File: config.mk
export PLATFORM = sky130hd
export DESIGN_NAME = grid_line_cell_traversal_core_flat
export DESIGN_NICKNAME = d
export VERILOG_FILES = /design/src/rtl/gclt_pkg.sv /design/src/rtl/gclt_if.sv /design/src/rtl/gclt_div.sv /design/src/rtl/gclt_front.sv /design/src/rtl/gclt_fifo.sv /design/src/rtl/gclt_back.sv /design/src/rtl/grid_line_cell_traversal_core.sv /design/src/flat_wrapper.sv
export SDC_FILE = /design/constraint.sdc
export NUM_CORES = 2
export LEC_CHECK = 0
export BUFFER_PORTS_ARGS = -buffer_cell sky130_fd_sc_hd__buf_2
export CELL_PAD_IN_SITES_DETAIL_PLACEMENT = 0
export CELL_PAD_IN_SITES_GLOBAL_PLACEMENT = 1
export CORE_ASPECT_RATIO = 1.75
export CORE_MARGIN = 4
export CORE_UTILIZATION = 55
export DETAILED_ROUTE_END_ITERATION = 8
export PLACE_DENSITY = 0.92
export SYNTH_ARGS = -nofsm -noshare
export SYNTH_HDL_FRONTEND = slang
export SYNTH_HIERARCHICAL = 1
export SYNTH_SLANG_ARGS = --single-unit
File: constraint.sdc
create_clock -name clk -period 28.5 [get_ports clk]
set_clock_uncertainty 0.2 [all_clocks]
set_input_delay 1.425 -clock clk [delete_from_list [all_inputs] [get_ports clk]]
set_output_delay 1.425 -clock clk [all_outputs]
set_load 0.02 [all_outputs]
File: src/rtl/gclt_pkg.sv
// Shared constants, widths and the descriptor word for the grid cell traversal block.
package gclt_pkg;

  localparam int MAP_CELLS_DEF  = 32;
  localparam int TIME_FRAC_DEF  = 24;
  localparam int GUARD_CELLS    = 64;
  localparam int COUNT_W        = $clog2(GUARD_CELLS + 1);
  localparam int CELL_W         = 5;
  localparam int COORD_W        = 16;
  localparam int CFG_W          = 16;
  localparam int IN_FRAC        = 4;
  localparam int EDGE_W         = CFG_W + IN_FRAC;
  localparam int NUM_W          = EDGE_W + 1;
  localparam int TIME_FRAC_MAX  = 32;
  localparam int TIME_W_MAX     = NUM_W + TIME_FRAC_MAX + COUNT_W;
  localparam int QUEUE_DEPTH    = 2;
  localparam logic [CFG_W-1:0] CELL_SIZE_RST = 16'd256;

  typedef struct packed {
    logic                  oor;
    logic [CELL_W-1:0]     scx;
    logic [CELL_W-1:0]     scy;
    logic [CELL_W-1:0]     gcx;
    logic [CELL_W-1:0]     gcy;
    logic                  dxn;
    logic                  dxz;
    logic                  dyn;
    logic                  dyz;
    logic [TIME_W_MAX-1:0] tx;
    logic [TIME_W_MAX-1:0] ty;
    logic [TIME_W_MAX-1:0] dtx;
    logic [TIME_W_MAX-1:0] dty;
  } desc_t;

endpackage

File: src/rtl/gclt_if.sv
// Segment input and cell result channel interfaces.
interface gclt_in_if;
  logic                         valid;
  logic                         ready;
  logic [gclt_pkg::COORD_W-1:0] start_x;
  logic [gclt_pkg::COORD_W-1:0] start_y;
  logic [gclt_pkg::COORD_W-1:0] goal_x;
  logic [gclt_pkg::COORD_W-1:0] goal_y;
  modport source(output valid, start_x, start_y, goal_x, goal_y, input ready);
  modport sink(input valid, start_x, start_y, goal_x, goal_y, output ready);
endinterface

interface gclt_out_if;
  logic                        valid;
  logic                        ready;
  logic [gclt_pkg::CELL_W-1:0] cell_x;
  logic [gclt_pkg::CELL_W-1:0] cell_y;
  logic                        last_cell;
  logic                        out_of_range;
  modport source(output valid, cell_x, cell_y, last_cell, out_of_range, input ready);
  modport sink(input valid, cell_x, cell_y, last_cell, out_of_range, output ready);
endinterface

File: src/rtl/gclt_div.sv
// Restoring divider, one quotient bit per cycle, dividend left-aligned.
module gclt_div #(
  parameter int DW = 45,
  parameter int VW = 20
) (
  input  logic                     clk,
  input  logic                     rst_n,
  input  logic                     start,
  input  logic [DW-1:0]            dividend,
  input  logic [VW-1:0]            divisor,
  input  logic [$clog2(DW+1)-1:0]  nbits,
  output logic                     done,
  output logic [DW-1:0]            quo,
  output logic [VW-1:0]            rem
);

  localparam int CNT_W = $clog2(DW + 1);

  logic             busy_r;
  logic             done_r;
  logic [CNT_W-1:0] cnt_r;
  logic [DW-1:0]    quo_r;
  logic [VW-1:0]    rem_r;
  logic [VW-1:0]    dvs_r;
  logic [VW:0]      trial;
  logic [VW:0]      diff;
  logic             ge;
  logic [DW-1:0]    quo_nxt;
  logic [VW-1:0]    rem_nxt;

  assign trial   = {rem_r, quo_r[DW-1]};
  assign diff    = trial - {1'b0, dvs_r};
  assign ge      = trial >= {1'b0, dvs_r};
  assign quo_nxt = {quo_r[DW-2:0], ge};
  assign rem_nxt = ge ? diff[VW-1:0] : trial[VW-1:0];

  always_ff @(posedge clk) begin
    if (!rst_n) begin
      busy_r <= 1'b0;
      done_r <= 1'b0;
    end else begin
      done_r <= 1'b0;
      if (start) begin
        busy_r <= 1'b1;
        cnt_r  <= nbits;
        quo_r  <= dividend;
        rem_r  <= '0;
        dvs_r  <= divisor;
      end else if (busy_r) begin
        quo_r <= quo_nxt;
        rem_r <= rem_nxt;
        cnt_r <= cnt_r - CNT_W'(1);
        if (cnt_r == CNT_W'(1)) begin
          busy_r <= 1'b0;
          done_r <= 1'b1;
        end
      end
    end
  end

  assign done = done_r;
  assign quo  = quo_r;
  assign rem  = rem_r;

endmodule

File: src/rtl/gclt_front.sv
// Front end: takes a segment, finds cell indices and crossing times, queues a descriptor.
module gclt_front #(
  parameter int MAP_CELLS = gclt_pkg::MAP_CELLS_DEF,
  parameter int TFB       = gclt_pkg::TIME_FRAC_DEF
) (
  input  logic                       clk,
  input  logic                       rst_n,
  gclt_in_if.sink                    in_ch,
  input  logic [gclt_pkg::CFG_W-1:0] cell_size,
  input  logic                       q_full,
  output logic                       q_push,
  output gclt_pkg::desc_t            q_data
);

  localparam int CW  = (MAP_CELLS > 1) ? $clog2(MAP_CELLS) : 1;
  localparam int DW  = gclt_pkg::NUM_W + TFB;
  localparam int DCW = $clog2(DW + 1);
  localparam int IW  = gclt_pkg::COORD_W;
  localparam int EW  = gclt_pkg::EDGE_W;

  typedef enum logic [5:0] {
    F_IDLE = 6'b000001,
    F_DIVS = 6'b000010,
    F_DIVG = 6'b000100,
    F_DIVT = 6'b001000,
    F_DIVD = 6'b010000,
    F_PUSH = 6'b100000
  } fstate_t;

  fstate_t state_r, state_nxt;

  logic [IW-1:0] sx_r, sy_r, gx_r, gy_r;
  logic [CW-1:0] scx_r, scy_r, gcx_r, gcy_r;
  logic [EW-1:0] rsx_r, rsy_r;
  logic [DW-1:0] t0x_r, t0y_r, dtx_r, dty_r;
  logic          oor_r;

  logic [EW-1:0]              edge_len;
  logic                       acc;
  logic                       div_go;
  logic [DW-1:0]              dvd_x, dvd_y, quo_x, quo_y;
  logic [EW-1:0]              dvs_x, dvs_y, rem_x, rem_y;
  logic [DCW-1:0]             dbits;
  logic                       done_x, done_y;
  logic                       start_oor, goal_oor;
  logic [IW-1:0]              mag_x, mag_y;
  logic [gclt_pkg::NUM_W-1:0] num_x, num_y;

  assign edge_len    = {cell_size, {gclt_pkg::IN_FRAC{1'b0}}};
  assign in_ch.ready = (state_r == F_IDLE);
  assign acc         = in_ch.valid & in_ch.ready;

  assign start_oor = (quo_x[IW-1:0] >= IW'(MAP_CELLS)) || (quo_y[IW-1:0] >= IW'(MAP_CELLS));
  assign goal_oor  = start_oor;
  assign mag_x = (gx_r > sx_r) ? gx_r - sx_r : sx_r - gx_r;
  assign mag_y = (gy_r > sy_r) ? gy_r - sy_r : sy_r - gy_r;
  assign num_x = (gx_r > sx_r) ? {1'b0, edge_len} - {1'b0, rsx_r}
                               : {1'b0, edge_len} + {1'b0, rsx_r};
  assign num_y = (gy_r > sy_r) ? {1'b0, edge_len} - {1'b0, rsy_r}
                               : {1'b0, edge_len} + {1'b0, rsy_r};

  always_comb begin
    state_nxt = state_r;
    div_go    = 1'b0;
    dvd_x     = {in_ch.start_x, {(DW-IW){1'b0}}};
    dvd_y     = {in_ch.start_y, {(DW-IW){1'b0}}};
    dvs_x     = edge_len;
    dvs_y     = edge_len;
    dbits     = DCW'(IW);
    case (state_r)
      F_IDLE: begin
        if (acc) begin
          if (cell_size == '0) begin
            state_nxt = F_PUSH;
          end else begin
            div_go    = 1'b1;
            state_nxt = F_DIVS;
          end
        end
      end
      F_DIVS: begin
        if (done_x) begin
          div_go    = 1'b1;
          dvd_x     = {gx_r, {(DW-IW){1'b0}}};
          dvd_y     = {gy_r, {(DW-IW){1'b0}}};
          state_nxt = F_DIVG;
        end
      end
      F_DIVG: begin
        if (done_x) begin
          if (oor_r || goal_oor) begin
            state_nxt = F_PUSH;
          end else begin
            div_go    = 1'b1;
            dvd_x     = {num_x, {TFB{1'b0}}};
            dvd_y     = {num_y, {TFB{1'b0}}};
            dvs_x     = EW'(mag_x);
            dvs_y     = EW'(mag_y);
            dbits     = DCW'(DW);
            state_nxt = F_DIVT;
          end
        end
      end
      F_DIVT: begin
        if (done_x) begin
          div_go    = 1'b1;
          dvd_x     = {1'b0, edge_len, {TFB{1'b0}}};
          dvd_y     = {1'b0, edge_len, {TFB{1'b0}}};
          dvs_x     = EW'(mag_x);
          dvs_y     = EW'(mag_y);
          dbits     = DCW'(DW);
          state_nxt = F_DIVD;
        end
      end
      F_DIVD: begin
        if (done_x) begin
          state_nxt = F_PUSH;
        end
      end
      F_PUSH: begin
        if (!q_full) begin
          state_nxt = F_IDLE;
        end
      end
      default: state_nxt = F_IDLE;
    endcase
  end

  always_ff @(posedge clk) begin
    if (!rst_n) begin
      state_r <= F_IDLE;
    end else begin
      state_r <= state_nxt;
    end
  end

  always_ff @(posedge clk) begin
    if (acc) begin
      sx_r  <= in_ch.start_x;
      sy_r  <= in_ch.start_y;
      gx_r  <= in_ch.goal_x;
      gy_r  <= in_ch.goal_y;
      oor_r <= (cell_size == '0);
    end
    if (done_x) begin
      case (state_r)
        F_DIVS: begin
          scx_r <= quo_x[CW-1:0];
          scy_r <= quo_y[CW-1:0];
          rsx_r <= rem_x;
          rsy_r <= rem_y;
          oor_r <= start_oor;
        end
        F_DIVG: begin
          gcx_r <= quo_x[CW-1:0];
          gcy_r <= quo_y[CW-1:0];
          oor_r <= oor_r | goal_oor;
        end
        F_DIVT: begin
          t0x_r <= quo_x;
          t0y_r <= quo_y;
        end
        F_DIVD: begin
          dtx_r <= quo_x;
          dty_r <= quo_y;
        end
        default: begin
        end
      endcase
    end
  end

  gclt_div #(.DW(DW), .VW(EW)) u_div_x (
    .clk(clk), .rst_n(rst_n), .start(div_go), .dividend(dvd_x), .divisor(dvs_x),
    .nbits(dbits), .done(done_x), .quo(quo_x), .rem(rem_x)
  );

  gclt_div #(.DW(DW), .VW(EW)) u_div_y (
    .clk(clk), .rst_n(rst_n), .start(div_go), .dividend(dvd_y), .divisor(dvs_y),
    .nbits(dbits), .done(done_y), .quo(quo_y), .rem(rem_y)
  );

  assign q_push = (state_r == F_PUSH) && !q_full;

  always_comb begin
    q_data     = '0;
    q_data.oor = oor_r;
    q_data.scx = gclt_pkg::CELL_W'(scx_r);
    q_data.scy = gclt_pkg::CELL_W'(scy_r);
    q_data.gcx = gclt_pkg::CELL_W'(gcx_r);
    q_data.gcy = gclt_pkg::CELL_W'(gcy_r);
    q_data.dxn = gx_r < sx_r;
    q_data.dxz = gx_r == sx_r;
    q_data.dyn = gy_r < sy_r;
    q_data.dyz = gy_r == sy_r;
    q_data.tx  = gclt_pkg::TIME_W_MAX'(t0x_r);
    q_data.ty  = gclt_pkg::TIME_W_MAX'(t0y_r);
    q_data.dtx = gclt_pkg::TIME_W_MAX'(dtx_r);
    q_data.dty = gclt_pkg::TIME_W_MAX'(dty_r);
  end

  a_div_lockstep: assert property (@(posedge clk) disable iff (!rst_n) done_x == done_y)
    else $error("axis dividers out of step");
  a_busy_not_ready: assert property (@(posedge clk) disable iff (!rst_n)
    div_go |=> !in_ch.ready)
    else $error("segment taken while dividing");

endmodule

File: src/rtl/gclt_fifo.sv
// Short descriptor queue between the front and back ends.
module gclt_fifo (
  input  logic            clk,
  input  logic            rst_n,
  input  logic            push,
  input  gclt_pkg::desc_t push_data,
  output logic            full,
  input  logic            pop,
  output gclt_pkg::desc_t pop_data,
  output logic            empty
);

  localparam int DEPTH = gclt_pkg::QUEUE_DEPTH;
  localparam int PW    = (DEPTH > 1) ? $clog2(DEPTH) : 1;
  localparam int CNTW  = $clog2(DEPTH + 1);

  gclt_pkg::desc_t mem_r [DEPTH];
  logic [PW-1:0]   wp_r, rp_r;
  logic [CNTW-1:0] cnt_r;

  assign full     = (cnt_r == CNTW'(DEPTH));
  assign empty    = (cnt_r == '0);
  assign pop_data = mem_r[rp_r];

  always_ff @(posedge clk) begin
    if (!rst_n) begin
      wp_r  <= '0;
      rp_r  <= '0;
      cnt_r <= '0;
    end else begin
      if (push) begin
        wp_r <= (wp_r == PW'(DEPTH - 1)) ? '0 : wp_r + PW'(1);
      end
      if (pop) begin
        rp_r <= (rp_r == PW'(DEPTH - 1)) ? '0 : rp_r + PW'(1);
      end
      if (push && !pop) begin
        cnt_r <= cnt_r + CNTW'(1);
      end else if (pop && !push) begin
        cnt_r <= cnt_r - CNTW'(1);
      end
    end
  end

  always_ff @(posedge clk) begin
    if (push) begin
      mem_r[wp_r] <= push_data;
    end
  end

endmodule

File: src/rtl/gclt_back.sv
// Back end: walks the cells of one descriptor, one result word per cycle while out_ch.ready does not stall it.
module gclt_back #(
  parameter int MAP_CELLS = gclt_pkg::MAP_CELLS_DEF,
  parameter int TFB       = gclt_pkg::TIME_FRAC_DEF
) (
  input  logic            clk,
  input  logic            rst_n,
  input  logic            q_empty,
  input  gclt_pkg::desc_t q_data,
  output logic            q_pop,
  gclt_out_if.source      out_ch
);

  localparam int CW = gclt_pkg::CELL_W;
  localparam int TW = gclt_pkg::NUM_W + TFB + gclt_pkg::COUNT_W;
  localparam int NW = gclt_pkg::COUNT_W;
  localparam logic [CW-1:0] CMAX = CW'(MAP_CELLS - 1);

  logic          busy_r, pre_r, oor_r;
  logic [CW-1:0] cx_r, cy_r, gx_r, gy_r;
  logic          dxn_r, dxz_r, dyn_r, dyz_r;
  logic [TW-1:0] tx_r, ty_r, dtx_r, dty_r;
  logic [NW-1:0] n_r;

  logic          ov_r, olast_r, ooor_r;
  logic [CW-1:0] ocx_r, ocy_r;

  logic          emit;
  logic          mv_x, mv_y, at_goal, guard, step_x, off_map;
  logic          last, flag;
  logic [CW-1:0] nx, ny;

  assign emit  = busy_r && (!ov_r || out_ch.ready);
  assign q_pop = !busy_r && !q_empty;

  assign mv_x    = pre_r && (cx_r != gx_r) && dxn_r;
  assign mv_y    = pre_r && (cy_r != gy_r) && dyn_r;
  assign at_goal = (cx_r == gx_r) && (cy_r == gy_r);
  assign guard   = n_r >= NW'(gclt_pkg::GUARD_CELLS);
  assign step_x  = dyz_r || (!dxz_r && (tx_r < ty_r));
  assign off_map = step_x ? (dxn_r ? (cx_r == '0) : (cx_r == CMAX))
                          : (dyn_r ? (cy_r == '0) : (cy_r == CMAX));

  always_comb begin
    nx   = cx_r;
    ny   = cy_r;
    last = 1'b0;
    flag = 1'b0;
    if (oor_r) begin
      last = 1'b1;
      flag = 1'b1;
    end else if (mv_x || mv_y) begin
      nx = mv_x ? cx_r - CW'(1) : cx_r;
      ny = mv_y ? cy_r - CW'(1) : cy_r;
    end else if (at_goal) begin
      last = 1'b1;
    end else if (guard || off_map) begin
      last = 1'b1;
      flag = 1'b1;
    end else if (step_x) begin
      nx = dxn_r ? cx_r - CW'(1) : cx_r + CW'(1);
    end else begin
      ny = dyn_r ? cy_r - CW'(1) : cy_r + CW'(1);
    end
  end

  always_ff @(posedge clk) begin
    if (!rst_n) begin
      busy_r <= 1'b0;
      ov_r   <= 1'b0;
    end else begin
      if (q_pop) begin
        busy_r <= 1'b1;
      end else if (emit && last) begin
        busy_r <= 1'b0;
      end
      if (emit) begin
        ov_r <= 1'b1;
      end else if (out_ch.ready) begin
        ov_r <= 1'b0;
      end
    end
  end

  always_ff @(posedge clk) begin
    if (q_pop) begin
      pre_r <= 1'b1;
      oor_r <= q_data.oor;
      cx_r  <= q_data.scx;
      cy_r  <= q_data.scy;
      gx_r  <= q_data.gcx;
      gy_r  <= q_data.gcy;
      dxn_r <= q_data.dxn;
      dxz_r <= q_data.dxz;
      dyn_r <= q_data.dyn;
      dyz_r <= q_data.dyz;
      tx_r  <= q_data.tx[TW-1:0];
      ty_r  <= q_data.ty[TW-1:0];
      dtx_r <= q_data.dtx[TW-1:0];
      dty_r <= q_data.dty[TW-1:0];
      n_r   <= NW'(1);
    end else if (emit && !last) begin
      pre_r <= 1'b0;
      cx_r  <= nx;
      cy_r  <= ny;
      n_r   <= n_r + NW'(1);
      if (!(mv_x || mv_y)) begin
        if (step_x) begin
          tx_r <= tx_r + dtx_r;
        end else begin
          ty_r <= ty_r + dty_r;
        end
      end
    end
    if (emit) begin
      ocx_r   <= oor_r ? '0 : cx_r;
      ocy_r   <= oor_r ? '0 : cy_r;
      olast_r <= last;
      ooor_r  <= flag;
    end
  end

  assign out_ch.valid        = ov_r;
  assign out_ch.cell_x       = ocx_r;
  assign out_ch.cell_y       = ocy_r;
  assign out_ch.last_cell    = olast_r;
  assign out_ch.out_of_range = ooor_r;

  a_guard_bound: assert property (@(posedge clk) disable iff (!rst_n)
    busy_r |-> n_r <= NW'(gclt_pkg::GUARD_CELLS))
    else $error("cell count past guard");
  a_last_frees: assert property (@(posedge clk) disable iff (!rst_n)
    (emit && last) |=> !busy_r)
    else $error("walker still busy after last word");
  a_cell_in_map: assert property (@(posedge clk) disable iff (!rst_n)
    ov_r |-> (ocx_r <= CMAX) && (ocy_r <= CMAX))
    else $error("result cell outside map");

endmodule

File: src/rtl/grid_line_cell_traversal_core.sv
// Top level of the grid cell traversal block: config register, front, queue, back.
// Usage:
//   in_ch  : one word per segment (start_x/y, goal_x/y, 4 fraction bits),
//            valid/ready; a word is taken when both are high.
//   out_ch : one word per visited cell (cell_x, cell_y, last_cell,
//            out_of_range); last_cell marks the final word of a segment.
//   cfg_we/cfg_wdata: writes the cell size; only while no segment is in flight.
// Timing: the front end passes each segment through its two axis dividers (two index
//   divisions of 16 quotient bits, two time divisions of DW quotient bits, with
//   DW = TIME_FRACTION_BITS + 21); an off-map segment skips the time divisions and a
//   zero cell size skips all four. The back end gives one word per cycle, up to 64
//   per segment, while out_ch.ready does not stall it. A two-word descriptor queue
//   lets the front work on the next segment while the back end is still walking, so
//   sustained rate is set by the divider loop. First words pass walker and output regs.
// Reset: synchronous, active low; clears queue and handshakes, cell size
//   returns to 256.
// Stall: a low out_ch.ready holds the output word; the walker, then the
//   queue, then in_ch.ready back up in turn, and nothing is dropped.
module grid_line_cell_traversal_core #(
  parameter int MAP_CELLS          = gclt_pkg::MAP_CELLS_DEF,
  parameter int TIME_FRACTION_BITS = gclt_pkg::TIME_FRAC_DEF
) (
  input  logic                       clk,
  input  logic                       rst_n,
  gclt_in_if.sink                    in_ch,
  gclt_out_if.source                 out_ch,
  input  logic                       cfg_we,
  input  logic [gclt_pkg::CFG_W-1:0] cfg_wdata
);

  logic [gclt_pkg::CFG_W-1:0] cell_size_r;
  logic                       q_full, q_empty, q_push, q_pop;
  gclt_pkg::desc_t            q_wdata, q_rdata;

  always_ff @(posedge clk) begin
    if (!rst_n) begin
      cell_size_r <= gclt_pkg::CELL_SIZE_RST;
    end else if (cfg_we) begin
      cell_size_r <= cfg_wdata;
    end
  end

  gclt_front #(.MAP_CELLS(MAP_CELLS), .TFB(TIME_FRACTION_BITS)) u_front (
    .clk(clk), .rst_n(rst_n), .in_ch(in_ch), .cell_size(cell_size_r),
    .q_full(q_full), .q_push(q_push), .q_data(q_wdata)
  );

  gclt_fifo u_fifo (
    .clk(clk), .rst_n(rst_n), .push(q_push), .push_data(q_wdata), .full(q_full),
    .pop(q_pop), .pop_data(q_rdata), .empty(q_empty)
  );

  gclt_back #(.MAP_CELLS(MAP_CELLS), .TFB(TIME_FRACTION_BITS)) u_back (
    .clk(clk), .rst_n(rst_n), .q_empty(q_empty), .q_data(q_rdata), .q_pop(q_pop),
    .out_ch(out_ch)
  );

endmodule

File: src/flat_wrapper.sv
// flat-port wrapper written by rule: the top's interface ports become plain ports
module grid_line_cell_traversal_core_flat 
#(
  parameter int MAP_CELLS          = gclt_pkg::MAP_CELLS_DEF,
  parameter int TIME_FRACTION_BITS = gclt_pkg::TIME_FRAC_DEF
)
  (clk, rst_n, cfg_we, cfg_wdata, in_ch_valid, in_ch_start_x, in_ch_start_y, in_ch_goal_x, in_ch_goal_y, in_ch_ready, out_ch_valid, out_ch_cell_x, out_ch_cell_y, out_ch_last_cell, out_ch_out_of_range, out_ch_ready);
  gclt_in_if in_ch_i ();
  gclt_out_if out_ch_i ();
  input  logic clk;
  input  logic rst_n;
  input  logic cfg_we;
  input  logic [gclt_pkg::CFG_W-1:0] cfg_wdata;
  input wire logic [$bits(in_ch_i.valid)-1:0] in_ch_valid;
  input wire logic [$bits(in_ch_i.start_x)-1:0] in_ch_start_x;
  input wire logic [$bits(in_ch_i.start_y)-1:0] in_ch_start_y;
  input wire logic [$bits(in_ch_i.goal_x)-1:0] in_ch_goal_x;
  input wire logic [$bits(in_ch_i.goal_y)-1:0] in_ch_goal_y;
  output wire logic [$bits(in_ch_i.ready)-1:0] in_ch_ready;
  output wire logic [$bits(out_ch_i.valid)-1:0] out_ch_valid;
  output wire logic [$bits(out_ch_i.cell_x)-1:0] out_ch_cell_x;
  output wire logic [$bits(out_ch_i.cell_y)-1:0] out_ch_cell_y;
  output wire logic [$bits(out_ch_i.last_cell)-1:0] out_ch_last_cell;
  output wire logic [$bits(out_ch_i.out_of_range)-1:0] out_ch_out_of_range;
  input wire logic [$bits(out_ch_i.ready)-1:0] out_ch_ready;
  assign in_ch_i.valid = in_ch_valid;
  assign in_ch_i.start_x = in_ch_start_x;
  assign in_ch_i.start_y = in_ch_start_y;
  assign in_ch_i.goal_x = in_ch_goal_x;
  assign in_ch_i.goal_y = in_ch_goal_y;
  assign in_ch_ready = in_ch_i.ready;
  assign out_ch_valid = out_ch_i.valid;
  assign out_ch_cell_x = out_ch_i.cell_x;
  assign out_ch_cell_y = out_ch_i.cell_y;
  assign out_ch_last_cell = out_ch_i.last_cell;
  assign out_ch_out_of_range = out_ch_i.out_of_range;
  assign out_ch_i.ready = out_ch_ready;
  grid_line_cell_traversal_core #(.MAP_CELLS(MAP_CELLS), .TIME_FRACTION_BITS(TIME_FRACTION_BITS)) u_core (.clk(clk), .rst_n(rst_n), .in_ch(in_ch_i), .out_ch(out_ch_i), .cfg_we(cfg_we), .cfg_wdata(cfg_wdata));
endmodule
==> results_dict.tcl <==
set metrics [dict create \
    status "complete, no violations" \
    htree_levels 3 \
    path_class "flop to flop" \
    fill_cells 8549 \
    start_util_pct 55.52 \
    detail_route.iter0.violations 3002 \
    grt_use_met3_pct 3.777 \
    reg2reg_from "u_core/u_front/u_div_y/quo[15]" \
    hold_path_class "flop to flop" \
    cp-start-kind "flop" \
    peakVddDrop_mv 0.06792 \
    cts_buffers 106 \
    grt_util_all_layers_pct 26.73 \
    drc 0 \
    use_met1_pct 28.62 \
    critPathCaptureType "flop" \
    avgViaCountPerCell 6.026 \
    worstHoldStart "u_core/u_front/dtx_r[30]" \
    ant_nets 0 \
    p_leak_nw 24.74 \
    finalHoldViolCount 0 \
    place_congestion 1.041 \
    row_count 161 \
    drt_pre_antenna_iters 6 \
    cap_violations 0 \
    slew_violations 0 \
    top_usage_layer "met2" \
    worstMarginPinSlew_ns 1.206 \
    path_clk_slew_ns 0.07 \
    dieArea_um2 117100 \
    layout.nets 5335 \
    rsz0062_at_grt "no" \
    cts_buffer_depth 3 \
    powerDensity_nw_per_um2 96.83 \
    overflow 0 \
    numPortBuffers 98 \
    cp.arrival_ns 5.64 \
    fp.dieH_um 449.6 \
    dr_total_vias 38935 \
    r2r_cells 10 \
    area_growth_pct 8.964 \
    min_period_ns 5.516 \
    fmax_mhz 181.3 \
    cts_sinks 1238 \
    synthCells 4764 \
    ios 99 \
    path_max_fanout 72 \
    yosysWarnings 6 \
    grt_pass1_vias 39582 \
    antenna_found_initial 2 \
    cts_setup_buffers 0 \
    fin_crit_sh_pct 19.35 \
    drt-total-wl_um 159200 \
    root_buffer "clkbuf_16" \
    hold_path_depth 0 \
    total_power_mw 6.467 \
    hpwl_um 114600 \
    cts-resized-gates 0 \
    worstSkewPairLatency_ns 0.73 \
    dpl.cell_count 6262 \
    grt_pass1_wl_um 237000 \
    met2_usage_pct 48.13 \
    cp.required_ns 28.63 \
    drive_above_1_share_pct 14.56 \
    reg2reg_slack_ns 22.98 \
    tns_ns 0 \
    layout.cells.non_filler 6461 \
    timing.rr.end "u_core/u_front/u_div_x/quo[0]" \
    cp-startpoint "u_core/u_front/u_div_y/quo[15]" \
    min_to "u_core/u_fifo/mem_r[0][90]" \
    synth_area_um2 61290 \
    fp.dieW_um 260.3 \
    grt_max_degree 115 \
    cts_hold_buf 0 \
    relSlewSlack_pct 19.58 \
    cts_tree "done" \
    fp.coreArea_um2 110400 \
    avgSynthCellArea_um2 12.87 \
    setup_viol 0 \
    wl_per_cell_um 24.64 \
]
[state kept, by name, summed over array words and instances, names as in the netlist, 20 cells and up, named ones only]
register                      flops
u_core/u_fifo/mem_r             466
u_core/u_back/dtx_r              52
u_core/u_back/dty_r              52
u_core/u_back/tx_r               52
u_core/u_back/ty_r               52
u_core/u_front/dtx_r             45
u_core/u_front/dty_r             45
u_core/u_front/t0x_r             45
u_core/u_front/t0y_r             45
u_core/u_front/u_div_x/quo       45
u_core/u_front/u_div_y/quo       45
u_core/u_front/rsx_r             20
u_core/u_front/rsy_r             20
u_core/u_front/u_div_x/dvs_r     20
u_core/u_front/u_div_x/rem       20
u_core/u_front/u_div_y/dvs_r     20
u_core/u_front/u_div_y/rem       20
[routing by layer]
metal | up-vias | wire length [um]
met5 | - | 0
met4 | 0 | 13330
met3 | 447 | 8400
met2 | 1399 | 82980
met1 | 19091 | 54470
li1 | 17998 | -
[per-stage QoR]
step	worst slack, ns	area, um2	hold WS, ns	util (%)
5_1_grt	22.76	66780	0.2507	60.50
3_3_place_gp	23.14	63200	0.2213	57.25
4_1_cts	23.02	66780	0.2383	60.50
3_5_place_dp	23.06	63200	0.2297	57.25
6_report	22.98	66790	0.2386	60.50
2_1_floorplan	15.91	61580	0.2145	-
[report_power, final]
group	switching (mW)	internal, mW	leakage (nW)
Combinational	1.49	0.925	11.7
Sequential	0.177	2.38	11.3
Clock	0.676	0.821	1.76
Total	2.34	4.13	24.7
[how the worst max path moves through the flow]
stage | to | slack [ns]
global placement | u_core/u_front/u_div_x/quo[0] | 23.14
finish | u_core/u_front/u_div_x/quo[0] | 22.98
floorplan | u_core/u_fifo/wp_r | 15.91
detailed placement | u_core/u_front/u_div_x/quo[0] | 23.06
CTS | u_core/u_front/u_div_x/quo[21] | 23.02
global route | u_core/u_front/u_div_x/quo[0] | 22.76
[worst max-delay path, stage by stage, from the launching register on]
cell and delay, ns:
edfxtp_1 0.43, or4_1 0.59, or4_1 0.80, nor2_4 0.26, o21a_4 0.17, nand2_2 0.04, buf_4 0.24, inv_1 0.12
or3_4 0.56, buf_4 0.60, o21a_4 0.90
[area by class of cell]
type | instances | area (um2) | area share (%)
multi-input combinational | 3115 | 22610 | 33.85
clock inverter | 81 | 850.8 | 1.274
clock buffer | 117 | 2736 | 4.097
sequential | 1238 | 36770 | 55.06
inverter | 292 | 1104 | 1.652
tap | 1467 | 1836 | 2.748
timing repair buffer | 150 | 880.8 | 1.319
antenna | 1 | 2.502 | 0.003747
[cells in the final DEF, fill, tap and decap left out, drive strengths merged, types with 117 or more instances in the layout]
master,instances
buf,150
nand2,317
nor2,278
clkbuf,117
inv,301
o21ai,251
ha,337
a21oi,365
edfxtp,1197
mux2,328
No activity file was read; power rests on OpenSTA's default activity.
